## config.mk

```make
export PLATFORM = sky130hd
export DESIGN_NAME = three_address_slot_interpreter_unit
export DESIGN_NICKNAME = d
export VERILOG_FILES = /design/src/design/tasi_pkg.sv /design/src/design/tasi_slot_ram.sv /design/src/design/tasi_divider.sv /design/src/design/three_address_slot_interpreter_unit.sv
export SDC_FILE = /design/constraint.sdc
export NUM_CORES = 2
export LEC_CHECK = 0
export BUFFER_PORTS_ARGS = -buffer_cell sky130_fd_sc_hd__buf_2
export CORE_MARGIN = 5
export CORE_UTILIZATION = 55
export DETAILED_ROUTE_END_ITERATION = 10
export GPL_TIMING_DRIVEN = 0
export PLACE_DENSITY = 0.71
export SLEW_MARGIN = 5
export SYNTH_ARGS = -nofsm -noshare
export SYNTH_HDL_FRONTEND = slang
export SYNTH_SLANG_ARGS = --single-unit
```

## constraint.sdc

```tcl
create_clock -name clock -period 9.3 [get_ports clock]
set_input_delay 0.93 -clock clock [delete_from_list [all_inputs] [get_ports clock]]
set_output_delay 0.93 -clock clock [all_outputs]
set_load 0.05 [all_outputs]
```

## src/design/tasi_pkg.sv

```systemverilog
// Package for the three-address slot interpreter.
// Holds the command codes, divider request/response types and shared constants.
// No dependencies.
`timescale 1ns / 1ps
`default_nettype none

package tasi_pkg;

   localparam int unsigned DATA_W      = 32;
   localparam int unsigned SLOT_FIELD_W = 4;
   localparam int unsigned SLOT_FIELD_N = 1 << SLOT_FIELD_W;
   localparam int unsigned FUNC_W      = 8;
   localparam int unsigned DIV_STEPS   = DATA_W;
   localparam int unsigned DIV_CNT_W   = $clog2(DIV_STEPS);

   localparam logic [FUNC_W-1:0] PRINT_FUNC = FUNC_W'(1);

   typedef enum logic [3:0] {
      ACT_NOP   = 4'd0,
      ACT_ALLOC = 4'd1,
      ACT_LET   = 4'd2,
      ACT_ADD   = 4'd3,
      ACT_SUB   = 4'd4,
      ACT_MUL   = 4'd5,
      ACT_DIV   = 4'd6,
      ACT_MOD   = 4'd7,
      ACT_CALL  = 4'd8
   } action_type;

   typedef struct packed {
      logic              start;
      logic [DATA_W-1:0] dividend;
      logic [DATA_W-1:0] divisor;
   } div_req_type;

   typedef struct packed {
      logic              done;
      logic [DATA_W-1:0] quotient;
      logic [DATA_W-1:0] remainder;
   } div_rsp_type;

endpackage

`default_nettype wire

```

## src/design/tasi_slot_ram.sv

```systemverilog
// Variable slot store: one write port, two registered read ports.
// Per-entry valid bits make unwritten slots read as zero after reset.
// Depends on tasi_pkg.
`timescale 1ns / 1ps
`default_nettype none

module tasi_slot_ram
   import tasi_pkg::*;
#(
   parameter int unsigned DEPTH = 16,
   parameter int unsigned AW    = 4
) (
   input  wire logic              clock,
   input  wire logic              reset,
   input  wire logic              rd_en,
   input  wire logic [AW-1:0]     rd_a_addr,
   input  wire logic [AW-1:0]     rd_b_addr,
   output      logic [DATA_W-1:0] rd_a_data,
   output      logic [DATA_W-1:0] rd_b_data,
   input  wire logic              wr_en,
   input  wire logic [AW-1:0]     wr_addr,
   input  wire logic [DATA_W-1:0] wr_data
);

   logic [DATA_W-1:0] slot_mem_ff [DEPTH];
   logic [DEPTH-1:0]  vld_ff;
   logic [DATA_W-1:0] rd_a_ff;
   logic [DATA_W-1:0] rd_b_ff;
   logic              rd_a_vld_ff;
   logic              rd_b_vld_ff;

   always_ff @(posedge clock) begin
      if (wr_en) begin
         slot_mem_ff[wr_addr] <= wr_data;
      end
      if (rd_en) begin
         rd_a_ff <= slot_mem_ff[rd_a_addr];
         rd_b_ff <= slot_mem_ff[rd_b_addr];
      end
   end

   always_ff @(posedge clock) begin
      if (reset) begin
         vld_ff      <= '0;
         rd_a_vld_ff <= 1'b0;
         rd_b_vld_ff <= 1'b0;
      end else begin
         if (wr_en) begin
            vld_ff[wr_addr] <= 1'b1;
         end
         if (rd_en) begin
            rd_a_vld_ff <= vld_ff[rd_a_addr];
            rd_b_vld_ff <= vld_ff[rd_b_addr];
         end
      end
   end

   assign rd_a_data = rd_a_vld_ff ? rd_a_ff : '0;
   assign rd_b_data = rd_b_vld_ff ? rd_b_ff : '0;

endmodule

`default_nettype wire

```

## src/design/tasi_divider.sv

```systemverilog
// Restoring radix-2 unsigned divider, one quotient bit per cycle.
// Takes magnitudes; sign handling is left to the caller.
// Depends on tasi_pkg.
`timescale 1ns / 1ps
`default_nettype none

module tasi_divider
   import tasi_pkg::*;
(
   input  wire logic        clock,
   input  wire logic        reset,
   input  wire div_req_type div_req,
   output      div_rsp_type div_rsp
);

   logic [DATA_W-1:0]    rem_ff,  rem_in;
   logic [DATA_W-1:0]    quo_ff,  quo_in;
   logic [DATA_W-1:0]    dvs_ff;
   logic [DIV_CNT_W-1:0] cnt_ff,  cnt_in;
   logic                 busy_ff, busy_in;
   logic                 done_ff, done_in;
   logic [DATA_W:0]      shifted;
   logic [DATA_W:0]      diff;

   always_comb begin
      shifted = {rem_ff, quo_ff[DATA_W-1]};
      diff    = shifted - {1'b0, dvs_ff};
      rem_in  = rem_ff;
      quo_in  = quo_ff;
      cnt_in  = cnt_ff;
      busy_in = busy_ff;
      done_in = 1'b0;
      if (div_req.start) begin
         rem_in  = '0;
         quo_in  = div_req.dividend;
         cnt_in  = '0;
         busy_in = 1'b1;
      end else if (busy_ff) begin
         if (!diff[DATA_W]) begin
            rem_in = diff[DATA_W-1:0];
         end else begin
            rem_in = shifted[DATA_W-1:0];
         end
         quo_in = {quo_ff[DATA_W-2:0], ~diff[DATA_W]};
         cnt_in = cnt_ff + 1'b1;
         if (cnt_ff == DIV_CNT_W'(DIV_STEPS - 1)) begin
            busy_in = 1'b0;
            done_in = 1'b1;
         end
      end
   end

   always_ff @(posedge clock) begin
      rem_ff <= rem_in;
      quo_ff <= quo_in;
      cnt_ff <= cnt_in;
      if (div_req.start) begin
         dvs_ff <= div_req.divisor;
      end
   end

   always_ff @(posedge clock) begin
      if (reset) begin
         busy_ff <= 1'b0;
         done_ff <= 1'b0;
      end else begin
         busy_ff <= busy_in;
         done_ff <= done_in;
      end
   end

   assign div_rsp.done      = done_ff;
   assign div_rsp.quotient  = quo_ff;
   assign div_rsp.remainder = rem_ff;

endmodule

`default_nettype wire

```

## src/design/three_address_slot_interpreter_unit.sv

```systemverilog
// Three-address slot interpreter: one command per request against a store of
// 32-bit variable slots. Depends on tasi_pkg, tasi_slot_ram and tasi_divider.
//
// Request channel (req_*): req_valid / req_stall, accepted when valid and not
// stalled. Carries action, destination/left/right slot, literal and function id.
// Response channel (rsp_*): one response per request, rsp_valid / rsp_stall.
// Fields: printed flag, printed value (zero unless printed), divide fault.
//
// One request at a time. Non-divide commands pass through the execute and done
// states before the response. div and mod with a non-zero divisor run in the
// divide state on the shared one-bit-per-cycle divider. A zero divisor faults
// without starting the divider.
// Slot indices are taken modulo SLOT_COUNT; slot reads come from a two-read
// port store with a registered read.
//
// Reset clears all slots to zero at once (per-slot valid bits) and drops
// rsp_valid; a request may be accepted in the cycle after reset.
// The response is held in an output register; while the receiver stalls, one
// further request may be accepted and run, and it waits before writing its
// slot and loading the output register until that register is free.
`timescale 1ns / 1ps
`default_nettype none

module three_address_slot_interpreter_unit
   import tasi_pkg::*;
#(
   parameter int unsigned SLOT_COUNT = 16
) (
   input  wire logic                     clock,
   input  wire logic                     reset,
   input  wire logic                     req_valid,
   output      logic                     req_stall,
   input  wire logic [3:0]               req_action,
   input  wire logic [SLOT_FIELD_W-1:0]  req_dest_slot,
   input  wire logic [SLOT_FIELD_W-1:0]  req_left_slot,
   input  wire logic [SLOT_FIELD_W-1:0]  req_right_slot,
   input  wire logic signed [DATA_W-1:0] req_literal_value,
   input  wire logic [FUNC_W-1:0]        req_function_id,
   output      logic                     rsp_valid,
   input  wire logic                     rsp_stall,
   output      logic                     rsp_printed,
   output      logic signed [DATA_W-1:0] rsp_printed_value,
   output      logic                     rsp_divide_fault
);

   localparam int unsigned DEPTH = (SLOT_COUNT < SLOT_FIELD_N) ? SLOT_COUNT : SLOT_FIELD_N;
   localparam int unsigned AW    = $clog2(DEPTH);

   function automatic logic [SLOT_FIELD_N*AW-1:0] build_map();
      logic [SLOT_FIELD_N*AW-1:0] m;
      m = '0;
      for (int i = 0; i < SLOT_FIELD_N; i++) begin
         m[i*AW +: AW] = AW'(i % SLOT_COUNT);
      end
      return m;
   endfunction

   localparam logic [SLOT_FIELD_N*AW-1:0] SLOT_MAP = build_map();

   typedef enum logic [4:0] {
      ST_IDLE = 5'b00001,
      ST_EXEC = 5'b00010,
      ST_DIV  = 5'b00100,
      ST_DONE = 5'b01000,
      ST_SPARE = 5'b10000
   } state_type;

   state_type         state_ff, state_in;
   logic [3:0]        act_ff;
   logic [AW-1:0]     dst_ff;
   logic [DATA_W-1:0] lit_ff;
   logic [FUNC_W-1:0] func_ff;
   logic [DATA_W-1:0] res_ff,   res_in;
   logic              wen_ff,   wen_in;
   logic              fault_ff, fault_in;
   logic              prt_ff,   prt_in;
   logic [DATA_W-1:0] pval_ff,  pval_in;
   logic              qneg_ff,  qneg_in;
   logic              rneg_ff,  rneg_in;

   logic              rsp_valid_ff, rsp_valid_in;
   logic              rsp_prt_ff;
   logic [DATA_W-1:0] rsp_pval_ff;
   logic              rsp_fault_ff;

   logic              req_take;
   logic              out_load;
   logic [AW-1:0]     rd_a_addr;
   logic [AW-1:0]     rd_b_addr;
   logic [AW-1:0]     req_dst_idx;
   logic [DATA_W-1:0] opa;
   logic [DATA_W-1:0] opb;
   div_req_type       div_req;
   div_rsp_type       div_rsp;

   assign req_stall   = (state_ff != ST_IDLE);
   assign req_take    = req_valid && !req_stall;
   assign out_load    = (state_ff == ST_DONE) && (!rsp_valid_ff || !rsp_stall);
   assign rd_a_addr   = SLOT_MAP[req_left_slot*AW +: AW];
   assign rd_b_addr   = SLOT_MAP[req_right_slot*AW +: AW];
   assign req_dst_idx = SLOT_MAP[req_dest_slot*AW +: AW];

   tasi_slot_ram #(
      .DEPTH (DEPTH),
      .AW    (AW)
   ) u_slot_ram (
      .clock     (clock),
      .reset     (reset),
      .rd_en     (req_take),
      .rd_a_addr (rd_a_addr),
      .rd_b_addr (rd_b_addr),
      .rd_a_data (opa),
      .rd_b_data (opb),
      .wr_en     (out_load && wen_ff),
      .wr_addr   (dst_ff),
      .wr_data   (res_ff)
   );

   tasi_divider u_divider (
      .clock   (clock),
      .reset   (reset),
      .div_req (div_req),
      .div_rsp (div_rsp)
   );

   always_comb begin
      state_in         = state_ff;
      res_in           = res_ff;
      wen_in           = wen_ff;
      fault_in         = fault_ff;
      prt_in           = prt_ff;
      pval_in          = pval_ff;
      qneg_in          = qneg_ff;
      rneg_in          = rneg_ff;
      div_req.start    = 1'b0;
      div_req.dividend = opa[DATA_W-1] ? (~opa + 1'b1) : opa;
      div_req.divisor  = opb[DATA_W-1] ? (~opb + 1'b1) : opb;
      case (state_ff)
         ST_IDLE: begin
            if (req_take) begin
               wen_in   = 1'b0;
               fault_in = 1'b0;
               prt_in   = 1'b0;
               pval_in  = '0;
               state_in = ST_EXEC;
            end
         end
         ST_EXEC: begin
            state_in = ST_DONE;
            case (act_ff)
               ACT_LET: begin
                  res_in = lit_ff;
                  wen_in = 1'b1;
               end
               ACT_ADD: begin
                  res_in = opa + opb;
                  wen_in = 1'b1;
               end
               ACT_SUB: begin
                  res_in = opa - opb;
                  wen_in = 1'b1;
               end
               ACT_MUL: begin
                  res_in = opa * opb;
                  wen_in = 1'b1;
               end
               ACT_DIV, ACT_MOD: begin
                  if (opb == '0) begin
                     fault_in = 1'b1;
                  end else begin
                     div_req.start = 1'b1;
                     qneg_in       = opa[DATA_W-1] ^ opb[DATA_W-1];
                     rneg_in       = opa[DATA_W-1];
                     state_in      = ST_DIV;
                  end
               end
               ACT_CALL: begin
                  if (func_ff == PRINT_FUNC) begin
                     prt_in  = 1'b1;
                     pval_in = opa;
                  end
               end
               default: begin
               end
            endcase
         end
         ST_DIV: begin
            if (div_rsp.done) begin
               if (act_ff == ACT_DIV) begin
                  res_in = qneg_ff ? (~div_rsp.quotient + 1'b1) : div_rsp.quotient;
               end else begin
                  res_in = rneg_ff ? (~div_rsp.remainder + 1'b1) : div_rsp.remainder;
               end
               wen_in   = 1'b1;
               state_in = ST_DONE;
            end
         end
         ST_DONE: begin
            if (out_load) begin
               state_in = ST_IDLE;
            end
         end
         default: begin
            state_in = ST_IDLE;
         end
      endcase
   end

   always_comb begin
      rsp_valid_in = rsp_valid_ff;
      if (out_load) begin
         rsp_valid_in = 1'b1;
      end else if (rsp_valid_ff && !rsp_stall) begin
         rsp_valid_in = 1'b0;
      end
   end

   always_ff @(posedge clock) begin
      if (req_take) begin
         act_ff  <= req_action;
         dst_ff  <= req_dst_idx;
         lit_ff  <= req_literal_value;
         func_ff <= req_function_id;
      end
      res_ff   <= res_in;
      wen_ff   <= wen_in;
      fault_ff <= fault_in;
      prt_ff   <= prt_in;
      pval_ff  <= pval_in;
      qneg_ff  <= qneg_in;
      rneg_ff  <= rneg_in;
      if (out_load) begin
         rsp_prt_ff   <= prt_ff;
         rsp_pval_ff  <= pval_ff;
         rsp_fault_ff <= fault_ff;
      end
   end

   always_ff @(posedge clock) begin
      if (reset) begin
         state_ff     <= ST_IDLE;
         rsp_valid_ff <= 1'b0;
      end else begin
         state_ff     <= state_in;
         rsp_valid_ff <= rsp_valid_in;
      end
   end

   assign rsp_valid         = rsp_valid_ff;
   assign rsp_printed       = rsp_prt_ff;
   assign rsp_printed_value = rsp_pval_ff;
   assign rsp_divide_fault  = rsp_fault_ff;

`ifndef SYNTHESIS
   a_req_then_busy: assert property (@(posedge clock) disable iff (reset)
      req_valid && !req_stall |=> req_stall)
      else $error("request accepted but unit not busy next cycle");

   a_div_done_in_div: assert property (@(posedge clock) disable iff (reset)
      div_rsp.done |-> state_ff == ST_DIV)
      else $error("divider finished outside the divide state");

   a_print_value_zero: assert property (@(posedge clock) disable iff (reset)
      rsp_valid && !rsp_printed |-> rsp_printed_value == '0)
      else $error("printed value non-zero without print");

   a_fault_no_print: assert property (@(posedge clock) disable iff (reset)
      rsp_valid |-> !(rsp_printed && rsp_divide_fault))
      else $error("fault and print in the same response");
`endif

endmodule

`default_nettype wire
```

==> flow_metrics.env <==
export IMPL_seq_area_frac_synth_pct=43.2
export IMPL_cts_hold_buffers=0
export IMPL_die_area_um2=112000
export IMPL_synth_warnings=0
export IMPL_clk_pin_slew_ns=0.06
export IMPL_grt_max_degree=71
export IMPL_rows=119
export IMPL_routed_wl_met3_um=25600
export IMPL_cts_root_buf="clkbuf_16"
export IMPL_track_usage_pct=36.7
export IMPL_tns_ns=-0.0710
export IMPL_drtIter0Drc=5915
export IMPL_maxCapViolCount=0
export IMPL_largest_reg_flops=512
export IMPL_leakagePower_nw=23.9
export IMPL_final_nets=5543
export IMPL_postLayoutSetupSlackWorst_ns=-0.0710
export IMPL_synth_nets=5346
export IMPL_start_util_pct=55.2
export IMPL_synth_edf_count=791
export IMPL_grt_pass1_vias=41695
export IMPL_drv_slew=0
export IMPL_regMostFlops="u_slot_ram.slot_mem_ff"
export IMPL_ys_flop_type="edfxtp_1"
export IMPL_multi_input_area_um2=30500
export IMPL_rsz0062_at_grt="yes"
export IMPL_cp_common_cell="fa_1"
export IMPL_seqCellArea_um2=25000
export IMPL_clock_sinks=853
export IMPL_synth_area_um2=57900
export IMPL_postSynthCellCount=4684
export IMPL_max_stage_delay_ns=0.84
export IMPL_crit_arrival_ns=9.81
export IMPL_p_sw_w=0.00218
export IMPL_crit_path_start_kind="flop"
export IMPL_clock_latency_ns=0.71
export IMPL_wl_met1_um=73300
export IMPL_fillers=8242
export IMPL_pwr_share_comb_pct=8.9
export IMPL_gr_total_overflow=0
export IMPL_design_core_area_um2=105000
export IMPL_hp_class="in2reg"
export IMPL_fmax_ghz=0.107
export IMPL_fin_crit_sh_pct=101
export IMPL_finClkSkew_ns=0.0429
export IMPL_dp_hpwl_um=152000
export IMPL_syn_mean_instance_area_um2=12.4
export IMPL_io_pins=96
export IMPL_grt_first_pass_wirelength_um=293000
export IMPL_peakVddDrop_mv=0.172
export IMPL_p_per_area_nw_per_um2=137
export IMPL_via_per_inst=6.62
export IMPL_power_frac_seq_pct=49.9
export IMPL_async_flop_share_pct=0
export IMPL_die_width_um=335
export IMPL_finalCriticalPeriod_ns=9.37
export IMPL_clkPwrFrac_pct=41.1
export IMPL_cts_buffer_depth=3
export IMPL_ctsHtreeMaxLevel=3
export IMPL_routed_top_layer="met5"
export IMPL_final_util_pct=60.9
export IMPL_firstDrtPassIters=6
export IMPL_num_vias=42022
export IMPL_routabilityCongestion=1.06
export IMPL_ys_seq_elements=853
export IMPL_synth_distinct_cells=82
export IMPL_ant_nets=0
export IMPL_cts_tree="done"
export IMPL_place_ws_ns=-2.25
export IMPL_relSlewSlack_pct=11.4
export IMPL_critPathMaxFanout=10
export IMPL_area_growth_pct=10.4
export IMPL_wl_met2_um=92200
export IMPL_antenna_found_initial=11
export IMPL_io_buffers=86
export IMPL_status="finished with violations"
export IMPL_die_h_um=335
export IMPL_crit_path_top_delay_cell="clkinv_1"
export IMPL_setup_violations=1
export IMPL_worst_pin_slew_ns=1.33
export IMPL_switching_share_pct=25.0
export IMPL_violations="setup timing"
export IMPL_fin_total_pwr_w=0.00874
export IMPL_cp_required_ns=9.73
export IMPL_cts_made_buffers=89
export IMPL_drc=0
export IMPL_hold_viol_final=0
export IMPL_drive_above_1_share_pct=14.6
export IMPL_internal_power_w=0.00655
export IMPL_holdWs_ns=0.399
export IMPL_cp_end_kind="flop"
export IMPL_wirelength_um=206000
export IMPL_crit_type="reg2reg"
export IMPL_detail_route_wl_per_cell_um=32.4
==> layout make-up <==
type	count	area share, %
tap	1391	2.72
inverter	475	2.83
sequential	853	39.1
multi-input combinational	3089	47.7
timing repair buffer	121	1.47
clock buffer	104	3.57
buffer	252	1.62
clock inverter	61	0.996
antenna	3	0.0117
==> power by group through the flow <==
stage | Combinational, W | Clock (W) | Sequential (W)
floorplan | 0.000497 | 0 | 0.00438
global placement | 0.000739 | 0 | 0.00443
detailed placement | 0.000755 | 0 | 0.00443
CTS | 0.000768 | 0.00361 | 0.00435
global route | 0.000819 | 0.00380 | 0.00436
finish | 0.000781 | 0.00359 | 0.00436
==> routing by layer <==
layer,track usage (%),up-vias
li1,-,17099
met1,48.1,21069
met2,56.1,3178
met3,9.67,674
met4,20.6,2
met5,0,-
==> per-stage QoR <==
stage,cell area [um^2],std cells
2_1_floorplan,57900,4684
5_1_grt,63900,6347
3_5_place_dp,60700,6195
4_1_cts,63800,6351
3_3_place_gp,60100,6161
6_report,63900,6349
==> critical path, delay by kind of cell, from the launching register on <==
family | cells | cell delay (ns)
DFF | 1 | 0.37
AOI/OAI and AO/OA | 8 | 2.14
adders and majority gates | 9 | 3.51
buffers and inverters | 7 | 1.80
xor gates and xnor gates | 1 | 0.37
and+or+nand+nor | 3 | 0.87
==> cells in the mapped netlist (41+ instances only) <==
| cell | count | area [um^2] |
|---|---|---|
| edfxtp_1 | 791 | 23800 |
| nor2_1 | 534 | 2000 |
| inv_1 | 456 | 1710 |
| nand2_1 | 419 | 1570 |
| fa_1 | 410 | 8210 |
| mux4_2 | 330 | 7430 |
| clkbuf_1 | 220 | 826 |
| ha_1 | 192 | 2400 |
| xnor2_1 | 172 | 1510 |
| o21ai_0 | 155 | 776 |
| a21oi_1 | 143 | 716 |
| xor2_1 | 95 | 832 |
| nand3_1 | 79 | 395 |
| dfxtp_1 | 62 | 1240 |
| o31ai_1 | 41 | 308 |
==> what timing repair did <==
item,in CTS,in global routing
resized for setup,76,46
setup buffers,0,0
hold endpoints to repair,0,0
setup endpoints to repair,21,17
pin swaps,4,4
==> final timing paths <==
check                          from                    end  slack, ns  depth (start not counted)
min                   req_action[3]              act_ff[3]       0.40                          1
max reg2reg  u_slot_ram.rd_a_vld_ff             res_ff[29]      -0.07                         28
min reg2reg             pval_ff[16]  rsp_printed_value[16]       0.42                          0
max          u_slot_ram.rd_a_vld_ff             res_ff[29]      -0.07                         28
==> cell families (layout without fill, tap and decap cells) <==
group | Yosys count | in the layout | share of synthesized area (%)
AO/OA/AOI/OAI | 584 | 584 | 6.50
XOR/XNOR | 271 | 271 | 4.19
adder cells (fa/ha/maj) | 603 | 603 | 18.3
buffers and inverters | 742 | 1013 | 4.83
flip-flops | 853 | 853 | 43.2
multiplexers | 369 | 369 | 13.5
other | 0 | 3 | 0
AND/OR/NAND/NOR | 1262 | 1262 | 9.47
==> cells in the final DEF, fill, tap and decap left out, types with 96 or more instances in the layout <==
cell      Yosys  final
clkbuf_1    220    196
fa_1        410    410
a21oi_1     143    139
o21ai_0     155    152
buf_2         8     96
nand2_1     419    406
ha_1        192    191
xnor2_1     172    172
edfxtp_1    791    791
nor2_1      534    522
mux4_2      330    330
inv_1       456    452
No activity file was read; power rests on OpenSTA's default activity.
